`src/rtl/assert_macros.svh`:
```
`ifndef ASSERT_MACROS_SVH
`define ASSERT_MACROS_SVH

// same-cycle implication, disabled in reset
`define CSVS_ASSERT_IMP(lbl, clk, rst_n, ante, cons) \
  lbl: assert property (@(posedge clk) disable iff (!rst_n) (ante) |-> (cons)) \
    else $error("csvs: check failed");

// next-cycle implication, disabled in reset
`define CSVS_ASSERT_NXT(lbl, clk, rst_n, ante, cons) \
  lbl: assert property (@(posedge clk) disable iff (!rst_n) (ante) |=> (cons)) \
    else $error("csvs: check failed");

`endif

```
`src/rtl/csvs_pkg.sv`:
```
`default_nettype none
package csvs_pkg;

  localparam logic [7:0] QUOTE_CHAR     = 8'h22;
  localparam logic [7:0] COMMA_CHAR     = 8'h2C;
  localparam logic [4:0] MAX_FIELDS_RST = 5'd11;
  localparam logic [4:0] FIELD_CAP      = 5'd16;

  localparam int Q_DEPTH = 4;
  localparam int Q_AW    = $clog2(Q_DEPTH);
  localparam int Q_CW    = $clog2(Q_DEPTH + 1);

  typedef struct packed {
    logic [7:0] char_out;
    logic [3:0] field_index;
    logic       has_char;
    logic       field_end;
    logic       line_end;
    logic       quote_error;
  } res_t;

  // one or two results caused by one input item
  typedef struct packed {
    res_t r0;
    res_t r1;
    logic two;
  } entry_t;

  typedef struct packed {
    logic       between;
    logic [4:0] cnt;
  } fst_t;

endpackage
`default_nettype wire

```
`src/rtl/quoted_csv_field_splitter.sv`:
```
// channel | dir | handshake           | payload
// in      | in  | in_valid / in_stall | in_data_byte, in_end_of_line
// out     | out | out_valid/out_stall | out_char_out .. out_is_last
// cfg     | in  | cfg_wr_en           | cfg_wr_data (max_fields)
//
// One byte per cycle is accepted while in_stall is low; the mode/counter update is
// registered in the front. Results leave one per cycle from the output register
// while out_stall is low; an item with two results holds the back end until both have
// left, absorbed by a 4-entry queue that sits before the output register.
// Reset (rst_n, synchronous): between fields, count 0, max_fields 11, queue empty.
// in_stall is high only while the queue is full.
`default_nettype none
`include "assert_macros.svh"
module quoted_csv_field_splitter
  import csvs_pkg::*;
(
  input  wire logic       clk,
  input  wire logic       rst_n,
  input  wire logic       cfg_wr_en,
  input  wire logic [4:0] cfg_wr_data,
  input  wire logic       in_valid,
  output logic            in_stall,
  input  wire logic [7:0] in_data_byte,
  input  wire logic       in_end_of_line,
  output logic            out_valid,
  input  wire logic       out_stall,
  output logic [7:0]      out_char_out,
  output logic [3:0]      out_field_index,
  output logic            out_has_char,
  output logic            out_field_end,
  output logic            out_line_end,
  output logic            out_quote_error,
  output logic            out_is_last
);

  logic            acc;
  logic            push, pop, nempty, full;
  entry_t          push_data, head;
  fst_t            fst;
  res_t            res;
  logic [Q_CW-1:0] q_count;

  assign in_stall = full;
  assign acc      = in_valid && !full;

  csvs_front u_front (
    .clk         (clk),
    .rst_n       (rst_n),
    .cfg_wr_en   (cfg_wr_en),
    .cfg_wr_data (cfg_wr_data),
    .acc         (acc),
    .data_byte   (in_data_byte),
    .end_of_line (in_end_of_line),
    .push        (push),
    .push_data   (push_data),
    .st          (fst)
  );

  csvs_fifo u_fifo (
    .clk       (clk),
    .rst_n     (rst_n),
    .push      (push),
    .push_data (push_data),
    .pop       (pop),
    .head      (head),
    .nempty    (nempty),
    .full      (full),
    .count     (q_count)
  );

  csvs_back u_back (
    .clk         (clk),
    .rst_n       (rst_n),
    .head        (head),
    .nempty      (nempty),
    .pop         (pop),
    .out_stall   (out_stall),
    .out_valid   (out_valid),
    .out_res     (res),
    .out_is_last (out_is_last)
  );

  assign out_char_out    = res.char_out;
  assign out_field_index = res.field_index;
  assign out_has_char    = res.has_char;
  assign out_field_end   = res.field_end;
  assign out_line_end    = res.line_end;
  assign out_quote_error = res.quote_error;

  `CSVS_ASSERT_NXT(a_eol_clears, clk, rst_n, acc && in_end_of_line, fst.between && (fst.cnt == 5'd0))
  `CSVS_ASSERT_NXT(a_eol_result, clk, rst_n, acc && in_end_of_line, (q_count != '0) || out_valid)
  `CSVS_ASSERT_NXT(a_q_grow, clk, rst_n, push && !pop, q_count == $past(q_count) + Q_CW'(1))
  `CSVS_ASSERT_IMP(a_cnt_cap, clk, rst_n, 1'b1, fst.cnt <= FIELD_CAP)

endmodule
`default_nettype wire

```
`src/rtl/csvs_front.sv`:
```
`default_nettype none
module csvs_front
  import csvs_pkg::*;
(
  input  wire logic       clk,
  input  wire logic       rst_n,
  input  wire logic       cfg_wr_en,
  input  wire logic [4:0] cfg_wr_data,
  input  wire logic       acc,
  input  wire logic [7:0] data_byte,
  input  wire logic       end_of_line,
  output logic            push,
  output entry_t          push_data,
  output fst_t            st
);

  typedef enum logic [1:0] {
    MODE_BETWEEN,
    MODE_PLAIN,
    MODE_QUOTED,
    MODE_QSEEN
  } mode_t;

  mode_t      mode_r, mode_nxt;
  logic [4:0] cnt_r, cnt_nxt;
  logic [4:0] max_fields_r;
  logic [4:0] lim;
  logic [4:0] cnt_p1;
  logic       is_q, is_c, can_start, can_start2;
  logic [1:0] nres;
  res_t       r0, r1;

  always_comb begin
    is_q       = (data_byte == QUOTE_CHAR);
    is_c       = (data_byte == COMMA_CHAR);
    lim        = (max_fields_r > FIELD_CAP) ? FIELD_CAP : max_fields_r;
    cnt_p1     = cnt_r + 5'd1;
    can_start  = (cnt_r < lim);
    can_start2 = (cnt_p1 < lim);
    nres       = 2'd0;
    r0         = '0;
    r1         = '0;
    mode_nxt   = mode_r;
    cnt_nxt    = cnt_r;
    if (end_of_line) begin
      nres        = 2'd1;
      r0.line_end = 1'b1;
      mode_nxt    = MODE_BETWEEN;
      cnt_nxt     = 5'd0;
      if (mode_r != MODE_BETWEEN) begin
        r0.field_index = cnt_r[3:0];
        r0.field_end   = 1'b1;
        r0.quote_error = (mode_r == MODE_QUOTED);
      end
    end else begin
      unique case (mode_r)
        MODE_BETWEEN: begin
          if (can_start) begin
            if (is_q) begin
              mode_nxt = MODE_QUOTED;
            end else if (is_c) begin
              nres           = 2'd1;
              r0.field_index = cnt_r[3:0];
              r0.field_end   = 1'b1;
              cnt_nxt        = cnt_p1;
            end else begin
              nres           = 2'd1;
              r0.char_out    = data_byte;
              r0.field_index = cnt_r[3:0];
              r0.has_char    = 1'b1;
              mode_nxt       = MODE_PLAIN;
            end
          end
        end
        MODE_PLAIN: begin
          nres           = 2'd1;
          r0.field_index = cnt_r[3:0];
          if (is_c) begin
            r0.field_end = 1'b1;
            cnt_nxt      = cnt_p1;
            mode_nxt     = MODE_BETWEEN;
          end else begin
            r0.char_out = data_byte;
            r0.has_char = 1'b1;
          end
        end
        MODE_QUOTED: begin
          if (is_q) begin
            mode_nxt = MODE_QSEEN;
          end else begin
            nres           = 2'd1;
            r0.char_out    = data_byte;
            r0.field_index = cnt_r[3:0];
            r0.has_char    = 1'b1;
          end
        end
        MODE_QSEEN: begin
          if (is_q) begin
            mode_nxt = MODE_QUOTED;
          end else begin
            nres           = 2'd1;
            r0.field_index = cnt_r[3:0];
            r0.field_end   = 1'b1;
            cnt_nxt        = cnt_p1;
            mode_nxt       = MODE_BETWEEN;
            // a non-comma byte after the closing quote also starts the next field, if the limit allows
            if (!is_c && can_start2) begin
              nres           = 2'd2;
              r1.char_out    = data_byte;
              r1.field_index = cnt_p1[3:0];
              r1.has_char    = 1'b1;
              mode_nxt       = MODE_PLAIN;
            end
          end
        end
        default: mode_nxt = MODE_BETWEEN;
      endcase
    end
  end

  assign push          = acc && (nres != 2'd0);
  assign push_data.r0  = r0;
  assign push_data.r1  = r1;
  assign push_data.two = (nres == 2'd2);
  assign st.between    = (mode_r == MODE_BETWEEN);
  assign st.cnt        = cnt_r;

  always_ff @(posedge clk) begin
    if (!rst_n) begin
      mode_r       <= MODE_BETWEEN;
      cnt_r        <= 5'd0;
      max_fields_r <= MAX_FIELDS_RST;
    end else begin
      if (cfg_wr_en) begin
        max_fields_r <= cfg_wr_data;
      end
      if (acc) begin
        mode_r <= mode_nxt;
        cnt_r  <= cnt_nxt;
      end
    end
  end

endmodule
`default_nettype wire

```
`src/rtl/csvs_fifo.sv`:
```
`default_nettype none
module csvs_fifo
  import csvs_pkg::*;
(
  input  wire logic            clk,
  input  wire logic            rst_n,
  input  wire logic            push,
  input  wire entry_t          push_data,
  input  wire logic            pop,
  output entry_t               head,
  output logic                 nempty,
  output logic                 full,
  output logic [Q_CW-1:0]      count
);

  entry_t          mem_r [Q_DEPTH];
  logic [Q_AW-1:0] wr_ptr_r, rd_ptr_r;
  logic [Q_CW-1:0] cnt_r;

  assign head   = mem_r[rd_ptr_r];
  assign nempty = (cnt_r != '0);
  assign full   = (cnt_r == Q_CW'(Q_DEPTH));
  assign count  = cnt_r;

  always_ff @(posedge clk) begin
    if (push) begin
      mem_r[wr_ptr_r] <= push_data;
    end
  end

  always_ff @(posedge clk) begin
    if (!rst_n) begin
      wr_ptr_r <= '0;
      rd_ptr_r <= '0;
      cnt_r    <= '0;
    end else begin
      if (push) begin
        wr_ptr_r <= wr_ptr_r + Q_AW'(1);
      end
      if (pop) begin
        rd_ptr_r <= rd_ptr_r + Q_AW'(1);
      end
      if (push && !pop) begin
        cnt_r <= cnt_r + Q_CW'(1);
      end else if (pop && !push) begin
        cnt_r <= cnt_r - Q_CW'(1);
      end
    end
  end

endmodule
`default_nettype wire

```
`src/rtl/csvs_back.sv`:
```
`default_nettype none
module csvs_back
  import csvs_pkg::*;
(
  input  wire logic   clk,
  input  wire logic   rst_n,
  input  wire entry_t head,
  input  wire logic   nempty,
  output logic        pop,
  input  wire logic   out_stall,
  output logic        out_valid,
  output res_t        out_res,
  output logic        out_is_last
);

  logic out_valid_r;
  logic sel_r;
  res_t res_r;
  logic is_last_r;
  logic load, last;

  assign load = !out_valid_r || !out_stall;
  assign last = !head.two || sel_r;
  assign pop  = load && nempty && last;

  always_ff @(posedge clk) begin
    if (!rst_n) begin
      out_valid_r <= 1'b0;
      sel_r       <= 1'b0;
    end else if (load) begin
      out_valid_r <= nempty;
      if (nempty) begin
        sel_r <= !last;
      end
    end
  end

  always_ff @(posedge clk) begin
    if (load && nempty) begin
      res_r     <= sel_r ? head.r1 : head.r0;
      is_last_r <= last;
    end
  end

  assign out_valid   = out_valid_r;
  assign out_res     = res_r;
  assign out_is_last = is_last_r;

endmodule
`default_nettype wire

```
`config.mk`:
```
export PLATFORM = sky130hd
export DESIGN_NAME = quoted_csv_field_splitter
export DESIGN_NICKNAME = d
export VERILOG_FILES = /design/src/rtl/csvs_pkg.sv /design/src/rtl/quoted_csv_field_splitter.sv /design/src/rtl/csvs_front.sv /design/src/rtl/csvs_fifo.sv /design/src/rtl/csvs_back.sv
export VERILOG_INCLUDE_DIRS = /design/src /design/src/rtl
export SDC_FILE = /design/constraint.sdc
export NUM_CORES = 1
export LEC_CHECK = 0
export BUFFER_PORTS_ARGS = -buffer_cell sky130_fd_sc_hd__buf_4
export CORE_MARGIN = 2
export CORE_UTILIZATION = 55
export CTS_CLUSTER_DIAMETER = 40
export DETAILED_ROUTE_END_ITERATION = 16
export GPL_TIMING_DRIVEN = 0
export PLACE_DENSITY = 0.79
export SLEW_MARGIN = 30
export SYNTH_ARGS = -nofsm -noshare
export SYNTH_HDL_FRONTEND = slang
export SYNTH_SLANG_ARGS = --single-unit
```
`constraint.sdc`:
```
create_clock -name clk -period 3.5 [get_ports clk]
set_input_delay 0.7 -clock clk [delete_from_list [all_inputs] [get_ports clk]]
set_output_delay 0.7 -clock clk [all_outputs]
set_load 0.05 [all_outputs]
```
==> results.tsv <==
metric	value	unit
Iteration-0 DRC Markers	302	
Cell Chain, Critical Path	ha_1, nand3_1, xor2_1, inv_1, ha_1, a211o_1, a311o_1, nor2_1, and2_1	
crit share post-route	92.77	%
Final setup viols	0	
synthesis-stage register bit count	160	
TritonCTS clock tree	yes	
gpl congestion	0.8546	
Rel. slew slack	42.61	%
Antenna diodes	0	
commonest non-fill, non-tap cell in the layout	edfxtp_1	
Hold Crit Class	flip-flop to flip-flop	
Synth Net Count	434	
DIE AREA	13090	µm²
Post-route DRC	0	
Syn Area/Cell	16.76	µm²
Non-Filler Instances	622	
Leak	2.748	nW
clock skew	0.01170	ns
final worst path period need	3.247	ns
Synth Flop Type	edfxtp_1	
drt first pass iters	4	
layout cells sized above 1	27.79	%
clk slew on worst S/H paths	0.06	ns
CP Max Fanout	12	
crit start category	flip-flop	
Max stage delay cell, worst path	nor2_1	
Bufs on Longest Clock Path	2	
Hold Violations, Final	0	
dpl cell area	7300	µm²
Least-Margin Pin Slew	0.8577	ns
most used cell, CP	ha_1	
die height	114.4	µm
Ys Warns	0	
number of synthesized flops with an enable pin	137	
Register Area	4574	µm²
Worst IR Drop VDD	0.3244	mV
first-pass GRT wire length	21220	µm
Worst path max stage delay	0.69	ns
Finished Cell Area	7913	µm²
H-Tree Depth	4	
Num CTS Buffers	17	
arrival time worst endpoint	3.49	ns
I/O Buffers	36	
Multi-input gate area	2038	µm²
ys async rst share	0	%
Cell Area, Synth	6704	µm²
I/O pin count	38	
detail-routed net length per standard cell	21.52	µm
Core ar.	11960	µm²
worst hold path startpoint	u_front.max_fields_r[3]$_SDFFE_PN1P_	
CTS root buffer	clkbuf_16	
Max Cap Viol	0	
Num Clock Sinks	160	
pin count of the biggest net entering global routing	22	
Cell Pwr Density	750.6	nW/µm²
synth unique cells	52	
grt ovf	0	
status	completed	
Pins Over Slew Limit	0	
kind of critical path	flip-flop to flip-flop	
Die X	114.4	µm
initial antenna violation count	0	
fillers	782	
fin nets	496	
final setup margin	0.2530	ns
Routed Antenna Nets	0	
final wirelength	13380	µm
RSZ-0062 raised after global routing	no	
Post-Place Cells	588	
worst r2r src	u_front.cnt_r[0]$_SDFFE_PN0P_	
Starting Density	56.05	%
Max Clk Rate	308.0	MHz
total track usage	22.56	%
WP data required	3.75	ns
detailed placement HPWL	8649	µm
cell count after synthesis	400	
clock latency on the worst-skew pair	0.43	ns
Syn-to-layout area delta	18.03	%
kind of end point of the critical path	flip-flop	
Vias	3769	
vias in the first global route	3904	
most frequent cells in the layout	137 x edfxtp_1, 38 x buf_4, 30 x mux4_2	
vias per std cell	6.059	
Post-Place Worst Slack	-0.06046	ns
crit path launch	u_front.cnt_r[0]$_SDFFE_PN0P_	
FP Rows	40	
sequential share of the synthesized area	68.23	%
==> cells in the mapped netlist, types with 2 or more instances <==
cell | instances | area, µm²
a211o_1 | 3 | 26.28
a211oi_1 | 2 | 15.01
a21boi_0 | 2 | 15.01
a21oi_1 | 8 | 40.04
and2_1 | 21 | 131.4
buf_1 | 3 | 11.26
buf_2 | 4 | 20.02
clkbuf_1 | 8 | 30.03
clkinv_1 | 2 | 7.510
dfxtp_1 | 23 | 460.4
edfxtp_1 | 137 | 4114
ha_1 | 14 | 175.2
inv_1 | 12 | 45.04
mux2_2 | 14 | 157.7
mux2i_1 | 6 | 60.06
mux4_2 | 30 | 675.7
nand2_1 | 19 | 71.32
nand2b_1 | 2 | 12.51
nand3_1 | 7 | 35.03
nand4_1 | 2 | 12.51
nor2_1 | 15 | 56.30
nor2b_1 | 5 | 31.28
nor3_1 | 8 | 40.04
nor3b_1 | 6 | 45.04
nor4bb_1 | 2 | 20.02
o211ai_1 | 3 | 22.52
o21ai_0 | 5 | 25.02
o22ai_1 | 3 | 18.77
o31ai_1 | 3 | 22.52
o32ai_1 | 2 | 17.52
xnor2_1 | 3 | 26.28
xor2_1 | 6 | 52.55
==> through the flow <==
step / power [mW] / setup TNS [ns] / util [%] / hold slack (ns)
3_3_place_gp: 4.032 / -40.39 / 59.84 / 0.4580
6_report: 5.940 / 0 / 66.15 / 0.4882
5_1_grt: 6.179 / 0 / 66.15 / 0.4986
3_5_place_dp: 4.151 / -0.06046 / 61.03 / 0.4729
2_1_floorplan: 3.653 / 0 / - / 0.4420
4_1_cts: 5.981 / 0 / 65.97 / 0.4779
==> report_power, final <==
| group | switching (mW) | leakage [nW] | total, mW | internal [mW] |
|---|---|---|---|---|
| Combinational | 0.974 | 1.00 | 1.60 | 0.627 |
| Sequential | 0.0961 | 1.46 | 2.52 | 2.43 |
| Clock | 0.701 | 0.285 | 1.82 | 1.12 |
==> layer usage <==
layer / vias up / part of all wire, % / wire length [µm] / global-route usage [%]
met4: 0 / 1.7 / 221 / 8.943
li1: 1713 / - / - / -
met1: 1888 / 40 / 5412 / 28.50
met2: 148 / 53 / 7056 / 37.40
met3: 20 / 5.2 / 693 / 6.088
met5: - / 0 / 0 / 0
==> worst max-delay path, delay by kind of cell (launching register included) <==
kind	cells	cell delay, ns
AOI/OAI and AO/OA	2	0.64
xor gates and xnor gates	1	0.19
adders and majority gates	2	0.53
buffers and inverters	1	0.07
DFF	1	0.50
and+or+nand+nor	3	1.12
==> what timing repair did <==
action / CTS / global route
gates resized for setup: 1 / 1
hold buffers: 0 / 0
buffers inserted: 0 / 2
endpoints found under the setup margin: 1 / 1
pin swaps: 0 / 1
==> layout make-up <==
class	instances	share of cell area (%)
buffer	16	0.9171
multi-input combinational	210	25.76
inverter	14	0.6641
tap	147	2.324
timing repair buffer	43	5.187
clock buffer	21	5.566
clock inverter	11	1.771
sequential	160	57.81
==> kinds of logic after synthesis <==
family	share of synthesized area [%]
mux	13.33
simple gates	7.540
xor+xnor	1.176
flops	68.23
compound gates	4.946
fa+ha+maj	2.912
buf+inv	1.866
==> final timing paths <==
kind,end,slack [ns],cells past startpoint
setup / recovery,u_fifo.mem_r[0][6]$_DFFE_PP_,0.25,9
setup reg to reg,u_fifo.mem_r[0][6]$_DFFE_PP_,0.25,9
hold / removal,u_front.max_fields_r[3]$_SDFFE_PN1P_,0.49,2
hold reg to reg,u_front.max_fields_r[3]$_SDFFE_PN1P_,0.49,2
==> sequential cells by signal (all words and copies together) (netlist names), named ones only <==
| signal | flops |
|---|---|
| u_back.out_is_last | 1 |
| u_back.out_res | 16 |
| u_back.out_valid | 1 |
| u_back.sel_r | 1 |
| u_fifo.count | 3 |
| u_fifo.mem_r | 120 |
| u_fifo.rd_ptr_r | 2 |
| u_fifo.wr_ptr_r | 2 |
| u_front.cnt_r | 5 |
| u_front.max_fields_r | 5 |
| u_front.mode_r | 2 |
No activity file was read; power rests on OpenSTA's default activity.
